[config.mk]
export PLATFORM = sky130hd
export DESIGN_NAME = register_write_serial_framer
export DESIGN_NICKNAME = d
export VERILOG_FILES = /design/src/design/rwsf_pkg.sv /design/src/design/register_write_serial_framer.sv /design/src/design/rwsf_shift.sv /design/src/design/rwsf_seq.sv
export VERILOG_INCLUDE_DIRS = /design/src /design/src/design
export SDC_FILE = /design/constraint.sdc
export NUM_CORES = 1
export LEC_CHECK = 0
export ABC_AREA = 1
export ABC_CLOCK_PERIOD_IN_PS = 3200
export BUFFER_PORTS_ARGS = -buffer_cell sky130_fd_sc_hd__buf_2
export CAP_MARGIN = 20
export CORE_UTILIZATION = 52
export DETAILED_ROUTE_END_ITERATION = 8
export PLACE_DENSITY = 0.75
export SYNTH_ARGS = -nofsm -noshare
export SYNTH_HDL_FRONTEND = slang
export SYNTH_HIERARCHICAL = 1
export SYNTH_SLANG_ARGS = --single-unit
[constraint.sdc]
create_clock -name aclk -period 3.2 [get_ports aclk]
set_clock_uncertainty 0.2 [all_clocks]
set_input_delay 0.16 -clock aclk [delete_from_list [all_inputs] [get_ports aclk]]
set_output_delay 0.16 -clock aclk [all_outputs]
set_load 0.03 [all_outputs]
[src/design/register_write_serial_framer_macros.svh]
// Assertion helpers used by the framer sequencer (rwsf_seq)
`ifndef REGISTER_WRITE_SERIAL_FRAMER_MACROS_SVH
`define REGISTER_WRITE_SERIAL_FRAMER_MACROS_SVH

// Checked only outside reset
`define RWSF_ASSERT(lbl, clk, rstn, prop, msg) \
    lbl: assert property (@(posedge clk) disable iff (!rstn) prop) else $error(msg);

// Checked at every edge, reset included
`define RWSF_ASSERT_ALWAYS(lbl, clk, prop, msg) \
    lbl: assert property (@(posedge clk) prop) else $error(msg);

`endif

[src/design/rwsf_pkg.sv]
package rwsf_pkg;

    // Command codes
    localparam logic [1:0] CMD_REG_WRITE     = 2'd0;
    localparam logic [1:0] CMD_RESET_ASSERT  = 2'd1;
    localparam logic [1:0] CMD_RESET_RELEASE = 2'd2;
    localparam logic [1:0] CMD_UNUSED        = 2'd3;

    // Configuration register indexes
    localparam logic CFG_BOARD_ADDRESS = 1'b0;
    localparam logic CFG_ENABLE        = 1'b1;

    localparam logic [7:0] BOARD_RESET = 8'h42;

    // Packet bytes
    localparam logic [7:0] PKT_HEADER  = 8'h12;
    localparam logic [7:0] PKT_REG_P0  = 8'he1;
    localparam logic [7:0] PKT_VAL_P0  = 8'he3;
    localparam logic [7:0] PKT_REG_P1  = 8'he5;
    localparam logic [7:0] PKT_VAL_P1  = 8'he7;
    localparam logic [7:0] PKT_TRAILER = 8'hfb;
    localparam logic [7:0] PKT_RST_ON  = 8'hfe;
    localparam logic [7:0] PKT_RST_OFF = 8'hff;

    // Frame bytes
    localparam logic [7:0] FRAME_START = 8'h00;
    localparam logic [7:0] FRAME_END   = 8'h02;

    // Packet shift register and 7-bit group handling
    localparam int PKT_BITS   = 64;
    localparam int GROUP_BITS = 7;
    localparam int CNT_W      = 4;
    localparam logic [CNT_W-1:0] GROUPS_WRITE = 4'd10; // 64 bits -> 10 groups
    localparam logic [CNT_W-1:0] GROUPS_RESET = 4'd4;  // 24 bits -> 4 groups

    typedef enum logic [1:0] {
        ST_IDLE,
        ST_SOF,
        ST_DATA,
        ST_EOF
    } state_t;

    typedef struct packed {
        logic [1:0] command;
        logic       port;
        logic [7:0] reg_addr;
        logic [7:0] value;
    } in_word_t;

    typedef struct packed {
        logic [7:0] wire_byte;
        logic       last_byte;
    } out_word_t;

    // Sequencer commands to the shift unit
    typedef struct packed {
        logic load;
        logic shift;
    } shift_ctrl_t;

endpackage

[src/design/register_write_serial_framer.sv]
// Channel   Direction  Payload                          Handshake
// s_        in         command, port, reg_addr, value   s_valid / s_ready
// m_        out        wire_byte, last_byte             m_valid / m_ready
// cfg_      in         board_address, enable            cfg_wr_en (no wait)
//
// A command is taken while idle, then its frame goes out one word per cycle
// while m_ready is high: 12 words for a register write, 6 for a reset
// command. The 64-bit packet shift register and its group counter set this:
// one 7-bit group leaves per data word.
// A disabled or unused command is taken and dropped; the block stays idle.
// Output stalls hold the current word; no input is taken until the frame ends.
// Reset (aresetn low, synchronous) returns to idle, board 0x42, disabled.
module register_write_serial_framer (
    input  logic                  aclk,
    input  logic                  aresetn,
    input  logic                  s_valid,
    output logic                  s_ready,
    input  rwsf_pkg::in_word_t    s_data,
    output logic                  m_valid,
    input  logic                  m_ready,
    output rwsf_pkg::out_word_t   m_data,
    input  logic                  cfg_wr_en,
    input  logic                  cfg_index,
    input  logic [7:0]            cfg_wdata
);

    logic [7:0]                       board_reg;
    logic                             enable_reg;
    rwsf_pkg::state_t                 state;
    rwsf_pkg::shift_ctrl_t            ctrl;
    logic [rwsf_pkg::GROUP_BITS-1:0]  group_bits;

    // Configuration registers
    always_ff @(posedge aclk) begin
        if (!aresetn) begin
            board_reg  <= rwsf_pkg::BOARD_RESET;
            enable_reg <= 1'b0;
        end else if (cfg_wr_en) begin
            if (cfg_index == rwsf_pkg::CFG_BOARD_ADDRESS) board_reg <= cfg_wdata;
            if (cfg_index == rwsf_pkg::CFG_ENABLE)        enable_reg <= cfg_wdata[0];
        end
    end

    rwsf_seq u_seq (
        .aclk    (aclk),
        .aresetn (aresetn),
        .s_valid (s_valid),
        .command (s_data.command),
        .enable  (enable_reg),
        .m_ready (m_ready),
        .s_ready (s_ready),
        .m_valid (m_valid),
        .state   (state),
        .ctrl    (ctrl)
    );

    rwsf_shift u_shift (
        .aclk       (aclk),
        .ctrl       (ctrl),
        .item       (s_data),
        .board      (board_reg),
        .group_bits (group_bits)
    );

    // Output word by frame position
    always_comb begin
        m_data.wire_byte = rwsf_pkg::FRAME_START;
        m_data.last_byte = 1'b0;
        case (state)
            rwsf_pkg::ST_SOF:  m_data.wire_byte = rwsf_pkg::FRAME_START;
            rwsf_pkg::ST_DATA: m_data.wire_byte = {group_bits, 1'b1};
            rwsf_pkg::ST_EOF: begin
                m_data.wire_byte = rwsf_pkg::FRAME_END;
                m_data.last_byte = 1'b1;
            end
            default: ;
        endcase
    end

endmodule

[src/design/rwsf_shift.sv]
module rwsf_shift (
    input  logic                                aclk,
    input  rwsf_pkg::shift_ctrl_t               ctrl,
    input  rwsf_pkg::in_word_t                  item,
    input  logic [7:0]                          board,
    output logic [rwsf_pkg::GROUP_BITS-1:0]     group_bits
);

    logic [rwsf_pkg::PKT_BITS-1:0] sr_reg;
    logic [rwsf_pkg::PKT_BITS-1:0] sr_next;
    logic [rwsf_pkg::PKT_BITS-1:0] packet;

    // Logical packet, left aligned; short packets are zero padded
    always_comb begin
        if (item.command == rwsf_pkg::CMD_REG_WRITE) begin
            packet = {board, rwsf_pkg::PKT_HEADER,
                      item.port ? rwsf_pkg::PKT_REG_P1 : rwsf_pkg::PKT_REG_P0,
                      item.reg_addr,
                      item.port ? rwsf_pkg::PKT_VAL_P1 : rwsf_pkg::PKT_VAL_P0,
                      item.value, rwsf_pkg::PKT_TRAILER, item.value};
        end else begin
            packet = {board, rwsf_pkg::PKT_HEADER,
                      (item.command == rwsf_pkg::CMD_RESET_ASSERT) ?
                          rwsf_pkg::PKT_RST_ON : rwsf_pkg::PKT_RST_OFF,
                      40'd0};
        end
    end

    // Load, or shift one 7-bit group out of the top
    always_comb begin
        sr_next = sr_reg;
        if (ctrl.load) begin
            sr_next = packet;
        end else if (ctrl.shift) begin
            sr_next = {sr_reg[rwsf_pkg::PKT_BITS-rwsf_pkg::GROUP_BITS-1:0],
                       {rwsf_pkg::GROUP_BITS{1'b0}}};
        end
    end

    always_ff @(posedge aclk) begin
        sr_reg <= sr_next;
    end

    assign group_bits = sr_reg[rwsf_pkg::PKT_BITS-1 -: rwsf_pkg::GROUP_BITS];

endmodule

[src/design/rwsf_seq.sv]
`include "register_write_serial_framer_macros.svh"

module rwsf_seq (
    input  logic                    aclk,
    input  logic                    aresetn,
    input  logic                    s_valid,
    input  logic [1:0]              command,
    input  logic                    enable,
    input  logic                    m_ready,
    output logic                    s_ready,
    output logic                    m_valid,
    output rwsf_pkg::state_t        state,
    output rwsf_pkg::shift_ctrl_t   ctrl
);

    rwsf_pkg::state_t              state_reg;
    rwsf_pkg::state_t              state_next;
    logic [rwsf_pkg::CNT_W-1:0]    count_reg;
    logic [rwsf_pkg::CNT_W-1:0]    count_next;
    logic                          accept;
    logic                          emit;

    assign accept = s_valid && s_ready;
    assign emit   = enable && (command != rwsf_pkg::CMD_UNUSED);

    // Next state and group count
    always_comb begin
        state_next = state_reg;
        count_next = count_reg;
        case (state_reg)
            rwsf_pkg::ST_IDLE: begin
                if (s_valid && emit) begin
                    state_next = rwsf_pkg::ST_SOF;
                    count_next = (command == rwsf_pkg::CMD_REG_WRITE) ?
                                 rwsf_pkg::GROUPS_WRITE : rwsf_pkg::GROUPS_RESET;
                end
            end
            rwsf_pkg::ST_SOF: begin
                if (m_ready) state_next = rwsf_pkg::ST_DATA;
            end
            rwsf_pkg::ST_DATA: begin
                if (m_ready) begin
                    count_next = count_reg - 1'b1;
                    if (count_reg == 1) state_next = rwsf_pkg::ST_EOF;
                end
            end
            rwsf_pkg::ST_EOF: begin
                if (m_ready) state_next = rwsf_pkg::ST_IDLE;
            end
            default: state_next = rwsf_pkg::ST_IDLE;
        endcase
    end

    // Outputs
    always_comb begin
        s_ready    = 1'b0;
        m_valid    = 1'b0;
        ctrl.load  = 1'b0;
        ctrl.shift = 1'b0;
        case (state_reg)
            rwsf_pkg::ST_IDLE: begin
                s_ready   = 1'b1;
                ctrl.load = s_valid;
            end
            rwsf_pkg::ST_SOF:  m_valid = 1'b1;
            rwsf_pkg::ST_DATA: begin
                m_valid    = 1'b1;
                ctrl.shift = m_ready;
            end
            rwsf_pkg::ST_EOF:  m_valid = 1'b1;
            default: ;
        endcase
    end

    always_ff @(posedge aclk) begin
        if (!aresetn) begin
            state_reg <= rwsf_pkg::ST_IDLE;
            count_reg <= '0;
        end else begin
            state_reg <= state_next;
            count_reg <= count_next;
        end
    end

    assign state = state_reg;

    `RWSF_ASSERT_ALWAYS(a_reset_idle, aclk, !aresetn |=> state_reg == rwsf_pkg::ST_IDLE, "not idle after reset")
    `RWSF_ASSERT(a_data_count, aclk, aresetn, state_reg == rwsf_pkg::ST_DATA |-> count_reg != 0, "data state with zero groups left")
    `RWSF_ASSERT(a_start_frame, aclk, aresetn, accept && emit |=> state_reg == rwsf_pkg::ST_SOF, "enabled command did not start a frame")
    `RWSF_ASSERT(a_drop, aclk, aresetn, accept && !emit |=> state_reg == rwsf_pkg::ST_IDLE, "dropped command started a frame")
    `RWSF_ASSERT(a_group_load, aclk, aresetn, state_reg == rwsf_pkg::ST_SOF && m_ready |=> state_reg == rwsf_pkg::ST_DATA && (count_reg == rwsf_pkg::GROUPS_WRITE || count_reg == rwsf_pkg::GROUPS_RESET), "bad group count at frame data")

endmodule

==> impl_metrics.json, run 1 <==
{
  "status": "complete, no violations",
  "crit_top_cell": "inv_1",
  "start_kind": "flip-flop",
  "fillers": 492,
  "ys_types": 22,
  "p_leak_nw": 2.13,
  "cts_tree": "done",
  "fmax_mhz": 393,
  "crit_path_max_incr_delay_ps": 440,
  "ir_drop_mv": 0.448,
  "fp.coreArea_um2": 6490,
  "cp_data_arrival_time_ps": 2380,
  "total_power_w": 0.00363,
  "whs_ps": 53.3,
  "grt_max_degree": 52,
  "period_needed_ps": 2550,
  "grt_pass1_wl_um": 11500,
  "r2r-start": "u_seq/state[1]",
  "portBuffers": 43,
  "yosysSeqAreaShare_pct": 61.9,
  "r2r_slack_ps": 650,
  "viasPerCell": 4.87,
  "synth-compound-area-share_pct": 1.64,
  "period_share_pct": 79.6,
  "antenna_found_initial": 0,
  "critPathSlowestCell": "or2_2",
  "finalSetupViolations": 0,
  "wirelength_um": 6710,
  "hp-class": "input pin to flip-flop",
  "drive_above_1_share_pct": 17.4,
  "hold_viol_final": 0,
  "drv_slew": 0,
  "clock_latency_ps": 350,
  "antenna_left": 0,
  "largest_reg_flops": 64,
  "dieHeight_um": 85.1,
  "ys_ff_latch": 79,
  "grt_usage_pct": 20.8,
  "worstPathRequired_ps": 3030,
  "initial_core_util_pct": 55.2,
  "fin_tns_setup_ps": 0,
  "io-pin-count": 44,
  "synth_top_family_by_area": "simple AND/OR/NAND/NOR gates",
  "grt_overflow_total": 0,
  "synthAdderAreaFrac_pct": 2.09,
  "vias": 2621,
  "muxShareOfSynthArea_pct": 0,
  "cts_sinks": 79,
  "netlist_area_um2": 3590,
  "synthXorXnorAreaFrac_pct": 0,
  "cpLargestDelayFamily": "buffers and inverters",
  "path_class": "flip-flop to flip-flop",
  "cp_max_fo": 51,
  "relSlewSlack_pct": 54.9,
  "first_global_vias": 2575,
  "synth-simple-area-share_pct": 25.5,
  "cp-startpoint": "u_seq/state[1]",
  "clk_path_buf_depth": 2,
  "cts.reportedPaths.clkPinSlew_ps": 80,
  "end_kind": "flip-flop",
  "wl_per_cell_um": 12.5,
  "fp-row-count": 29,
  "place.gp.congestion": 0.765,
  "dieArea_um2": 7230,
  "htreeDepth": 3,
  "dp.final_hpwl_um": 4060,
  "avgSynthCellArea_um2": 9.44,
  "num-nets-final": 495,
  "placed_area_um2": 3790,
  "ys.warnings.count": 6,
  "die_w_um": 85.1,
  "powerDensity_nw_per_um2": 822,
  "dp_cells": 482,
  "area_growth_pct": 23.1,
  "drt_iter0_drc": 146,
  "max_cap_viol_count": 0,
  "syn-instance-count": 380,
  "syn_nets": 419,
  "dr.pass1.iters": 4,
  "path_cells": "inv_1 -> ha_1 -> nand2_1 -> inv_1 -> or2_2 -> buf_12",
  "root_buffer": "clkbuf_8",
  "fin_area_um2": 4420,
  "diodes": 0,
  "hp-start": "m_ready",
  "path_buf_inv": 3,
  "tightest_slew_ps": 675,
  "post-route-drc-count": 0,
  "rsz0062_at_grt": "no",
  "cts_inserted_buffers": 9,
  "instances_no_fill": 538
}
Yosys cell counts:
library cell | number | area share, %
nand4_1 | 2 | 0.35
buf_6 | 2 | 0.63
nand3_1 | 34 | 4.7
a21oi_2 | 1 | 0.24
nor2_1 | 38 | 4.0
edfxtp_1 | 64 | 54
inv_1 | 45 | 4.7
nor2_4 | 3 | 0.94
clkbuf_1 | 1 | 0.10
or2_2 | 4 | 0.70
dfxtp_1 | 15 | 8.4
inv_2 | 4 | 0.42
buf_2 | 8 | 1.1
a21oi_1 | 6 | 0.84
ha_1 | 6 | 2.1
nand2_1 | 125 | 13
nand2_2 | 2 | 0.35
nand3_2 | 1 | 0.28
or2_1 | 3 | 0.52
nor2_2 | 3 | 0.52
buf_4 | 9 | 1.9
o21ai_0 | 4 | 0.56
kinds of logic after synthesis:
group,after synthesis
AO/OA/AOI/OAI,11
AND/OR/NAND/NOR,215
buffers and inverters,69
adder cells (fa/ha/maj),6
flip-flops,79
final cells by class:
| type | count | area (µm²) | share of cell area, % |
|---|---|---|---|
| Sequential cell | 79 | 2220 | 50.3 |
| Clock inverter | 7 | 100 | 2.27 |
| Multi-Input combinational cell | 232 | 1050 | 23.7 |
| Tap cell | 77 | 96.3 | 2.18 |
| Clock buffer | 9 | 124 | 2.80 |
| Timing Repair Buffer | 85 | 643 | 14.6 |
| Inverter | 49 | 184 | 4.16 |
worst paths after layout:
check                             to  cells past startpoint
hold reg to reg         board_reg[0]                      2
hold / removal    u_seq/count_reg[0]                      5
setup reg to reg  u_shift/sr_reg[40]                      6
setup / recovery  u_shift/sr_reg[40]                      6
worst reg2reg max path: cells and delay by family, from the launching register on:
family,cells,cell delay (ps)
AND/OR/NAND/NOR,2,520
adder cells (fa/ha/maj),1,260
flip-flops,1,370
buffers and inverters,3,870
routing by layer:
metal	GRT usage, %	up-vias	share of wire (%)
li1	-	1347	-
met4	8.78	0	1.4
met1	25.1	1201	45
met3	3.89	8	3.8
met2	36.8	65	50
met5	0	-	0
layout by cell type (no fill, tap or decap):
cell type | Yosys | routed
nor2_1 | 38 | 38
nor2_2 | 3 | 3
nand2_1 | 125 | 125
edfxtp_1 | 64 | 64
a21oi_2 | 1 | 1
nand3_1 | 34 | 34
nand3_2 | 1 | 1
nor2_4 | 3 | 3
a21oi_1 | 6 | 6
buf_2 | 8 | 43
nand4_1 | 2 | 2
clkbuf_8 | 0 | 9
o21ai_0 | 4 | 4
or2_1 | 3 | 2
ha_1 | 6 | 6
or2_2 | 4 | 5
inv_2 | 4 | 4
dlygate4sd3_1 | 0 | 40
buf_12 | 0 | 1
inv_1 | 45 | 45
dfxtp_1 | 15 | 15
clkinv_2 | 0 | 1
buf_4 | 9 | 1
nand2_2 | 2 | 2
bufinv_16 | 0 | 2
inv_6 | 0 | 4
stage by stage:
step	setup slack, ps	util [%]
finish	654	68.0
global route	492	68.0
CTS	652	68.0
detailed placement	673	58.4
global placement	765	58.4
floorplan	481	-
timing repair:
item / CTS / global route
setup buffers: 0 / 0
gates resized for setup: 0 / 0
hold buffers: 40 / 0
endpoints found under the hold margin: 42 / 0
report_power, final:
group          leakage, nW  internal [W]  switching [W]
registers            0.750       0.00171       0.000130
logic                 1.27      0.000328       0.000633
clock network        0.115      0.000449       0.000383
(Power assumes the default switching activity.)
==> run 2: changes to the inputs <==
--- a/config.mk
+++ b/config.mk
@@ -6,13 +6,13 @@
 export SDC_FILE = /design/constraint.sdc
 export NUM_CORES = 1
 export LEC_CHECK = 0
-export ABC_AREA = 1
-export ABC_CLOCK_PERIOD_IN_PS = 3200
+export ABC_AREA = 0
+export ABC_CLOCK_PERIOD_IN_PS = 2100
 export BUFFER_PORTS_ARGS = -buffer_cell sky130_fd_sc_hd__buf_2
 export CAP_MARGIN = 20
 export CORE_UTILIZATION = 52
 export DETAILED_ROUTE_END_ITERATION = 8
-export PLACE_DENSITY = 0.75
+export PLACE_DENSITY = 0.76
 export SYNTH_ARGS = -nofsm -noshare
 export SYNTH_HDL_FRONTEND = slang
 export SYNTH_HIERARCHICAL = 1
==> constraint.sdc (replaced) <==
create_clock -name aclk -period 2.1 [get_ports aclk]
set_clock_uncertainty 0.2 [all_clocks]
set_input_delay 0.105 -clock aclk [delete_from_list [all_inputs] [get_ports aclk]]
set_output_delay 0.105 -clock aclk [all_outputs]
set_load 0.03 [all_outputs]
==> run 2 against run 1 <==
Compared with the run above:
- the run now ends with DRC left
- flip-flop and latch count unchanged
- sequential share of layout area decreased by 0.79 points
- worst setup slack got worse by 630 ps
- count of clock-buffer cells in the layout unchanged
- power increased by 37%
- register-to-register slack got worse by 530 ps
- design area increased by 1.6%
- final cell count decreased by 19%
- critical path type is now input pin to flip-flop
- critical endpoint is now board_reg[1]
- largest power group unchanged
- highest routed layer unchanged
==> impl_metrics.json, run 2 <==
{
  "wl_per_cell_um": 15.0,
  "post-place-ws_ps": 83.2,
  "grt_pass1_wl_um": 10300,
  "grt_max_degree": 65,
  "cp_data_arrival_time_ps": 2110,
  "avgSynthCellArea_um2": 13.1,
  "finalSetupViolations": 0,
  "ys_types": 38,
  "drt_iter0_drc": 130,
  "period_needed_ps": 2080,
  "path_class": "input pin to flip-flop",
  "syn_nets": 305,
  "antenna_left": 0,
  "path_cells": "dlygate4sd3_1 -> buf_2 -> nand3b_1 -> dlygate4sd3_1 -> o211ai_1 -> dlygate4sd3_1",
  "end_kind": "flip-flop",
  "wirelength_um": 6550,
  "area_growth_pct": 28.9,
  "post-route-drc-count": 16,
  "fp.coreArea_um2": 6420,
  "rsz0062_at_grt": "no",
  "powerDensity_nw_per_um2": 1110,
  "crit_path_max_incr_delay_ps": 590,
  "largest_reg_flops": 64,
  "worstPathRequired_ps": 2130,
  "fin_tns_setup_ps": 0,
  "yosysMostFrequentCell": "edfxtp_1",
  "hold_viol_final": 0,
  "cts_inserted_buffers": 9,
  "setup_ws_ps": 23.3,
  "ys_ff_latch": 79,
  "portBuffers": 43,
  "initial_core_util_pct": 54.2,
  "period_share_pct": 98.9,
  "synth-main-ff-cell": "edfxtp_1",
  "synth_common_cells": "edfxtp_1, nand2_1, and2_1, dfxtp_1, nor2_1",
  "synth-edff-count": 64,
  "num-nets-final": 392,
  "viasPerCell": 5.18,
  "io-pin-count": 44,
  "cts_setup_buffers": 0,
  "root_buffer": "clkbuf_8",
  "combPwrFrac_pct": 20.3,
  "drive_above_1_share_pct": 27.7,
  "yosysSeqAreaShare_pct": 63.8,
  "most-common-layout-cells": "edfxtp_1, dlygate4sd3_1, buf_2",
  "layout_commonest_cell": "edfxtp_1",
  "grt_overflow_total": 0,
  "diodes": 0,
  "switching_share_pct": 24.7,
  "max_cap_viol_count": 0,
  "p_clk_share_pct": 29.5,
  "fillers": 458,
  "clock_latency_ps": 350,
  "synth_top_area_share_pct": 55.2,
  "violations": "DRC",
  "crit_top_cell": "dlygate4sd3_1",
  "cts.reportedPaths.clkPinSlew_ps": 80,
  "intPower_w": 0.00374,
  "die_w_um": 83.8,
  "fmax_mhz": 482,
  "dp.final_hpwl_um": 3570,
  "dr.pass1.iters": 6,
  "p_leak_nw": 1.84,
  "syn-instance-count": 266,
  "hp-class": "input pin to flip-flop",
  "status": "finished, violations left",
  "clk_path_buf_depth": 2,
  "drv_slew": 0,
  "relSlewSlack_pct": 50.4,
  "cts_tree": "done",
  "antenna_found_initial": 0,
  "htreeDepth": 3,
  "cp_max_fo": 4,
  "critPathSlowestCell": "dlygate4sd3_1",
  "place.gp.congestion": 0.752,
  "power.switching_w": 0.00122,
  "cts_sinks": 79,
  "dieHeight_um": 83.8,
  "grt_usage_pct": 19.4,
  "dieArea_um2": 7030,
  "yosysTopAreaCell": "edfxtp_1",
  "synthArstFlopShare_pct": 0,
  "ys.warnings.count": 6,
  "tightest_slew_ps": 744,
  "fp-row-count": 29,
  "synth_area_leaders": "edfxtp_1, dfxtp_1, nand2_1",
  "ir_drop_mv": 0.737,
  "start_kind": "input pin",
  "vias": 2254,
  "first_global_vias": 2280,
  "netlist_area_um2": 3480,
  "seqPwrFrac_pct": 50.3
}
-- run 2: logic make-up after synthesis --
family / count (synthesis) / synth area share (%)
buffers and inverters: 31 / 4.81
AND/OR/NAND/NOR: 85 / 13.0
flip-flops: 79 / 63.8
adder cells (fa/ha/maj): 6 / 2.16
multiplexers: 16 / 4.89
AO/OA/AOI/OAI: 49 / 11.4
-- run 2: cell type report --
cell class	instances	area (µm²)	area share, %
Clock buffer	9	124	2.76
Clock inverter	7	145	3.23
Inverter	11	45.0	1.00
Multi-Input combinational cell	157	1120	24.9
Sequential cell	79	2220	49.5
Tap cell	77	96.3	2.15
Timing Repair Buffer	95	738	16.4
-- run 2: critical path, delay by kind of cell --
family / cells / cell delay, ps
AND/OR/NAND/NOR: 1 / 70
buffers and inverters: 4 / 1830
AO/OA/AOI/OAI: 1 / 100
-- run 2: power by group through the flow --
stage	registers [W]	logic, W	clock network [W]
5_1_grt	0.00254	0.00110	0.00156
3_5_place_dp	0.00253	0.000930	0
2_1_floorplan	0.00248	0.000776	0
4_1_cts	0.00250	0.000996	0.00150
3_3_place_gp	0.00251	0.000897	0
6_report	0.00250	0.00101	0.00146
-- run 2: repair_timing --
item / 4_1_cts / 5_1_grt
endpoints found under the hold margin: 41 / 0
gates resized for setup: 0 / 1
hold buffers: 43 / 0
setup endpoints to repair: 0 / 65
-- run 2: path summary, 6_finish.rpt --
check / startpoint / endpoint / slack [ps] / depth (start not counted)
max reg2reg: u_seq/state[1] / u_seq/count_reg[1] / 120 / 7
min reg2reg: u_shift/sr_reg[45] / u_shift/sr_reg[52] / 310 / 1
max: cfg_wr_en / board_reg[1] / 20 / 6
min: aresetn / u_seq/count_reg[2] / 50 / 3
-- run 2: stage by stage --
stage / util, % / hold WS [ps] / std cells / total power, W / instance area [µm²]
4_1_cts: 69.7 / 23.8 / 434 / 0.00499 / 4480
5_1_grt: 69.9 / 50.2 / 435 / 0.00520 / 4490
6_report: 69.9 / 49.9 / 435 / 0.00497 / 4490
3_3_place_gp: 58.9 / 155 / 375 / 0.00340 / 3780
3_5_place_dp: 58.9 / 164 / 375 / 0.00346 / 3780
2_1_floorplan: - / 22.5 / 266 / 0.00326 / 3510
-- run 2: metal layers --
layer / up-vias / wire length, µm / global-route usage [%]
met5: - / 0 / 0
met4: 0 / 125 / 7.52
met3: 14 / 313 / 7.22
met2: 61 / 3370 / 34.4
met1: 1052 / 2740 / 21.1
li1: 1127 / - / -
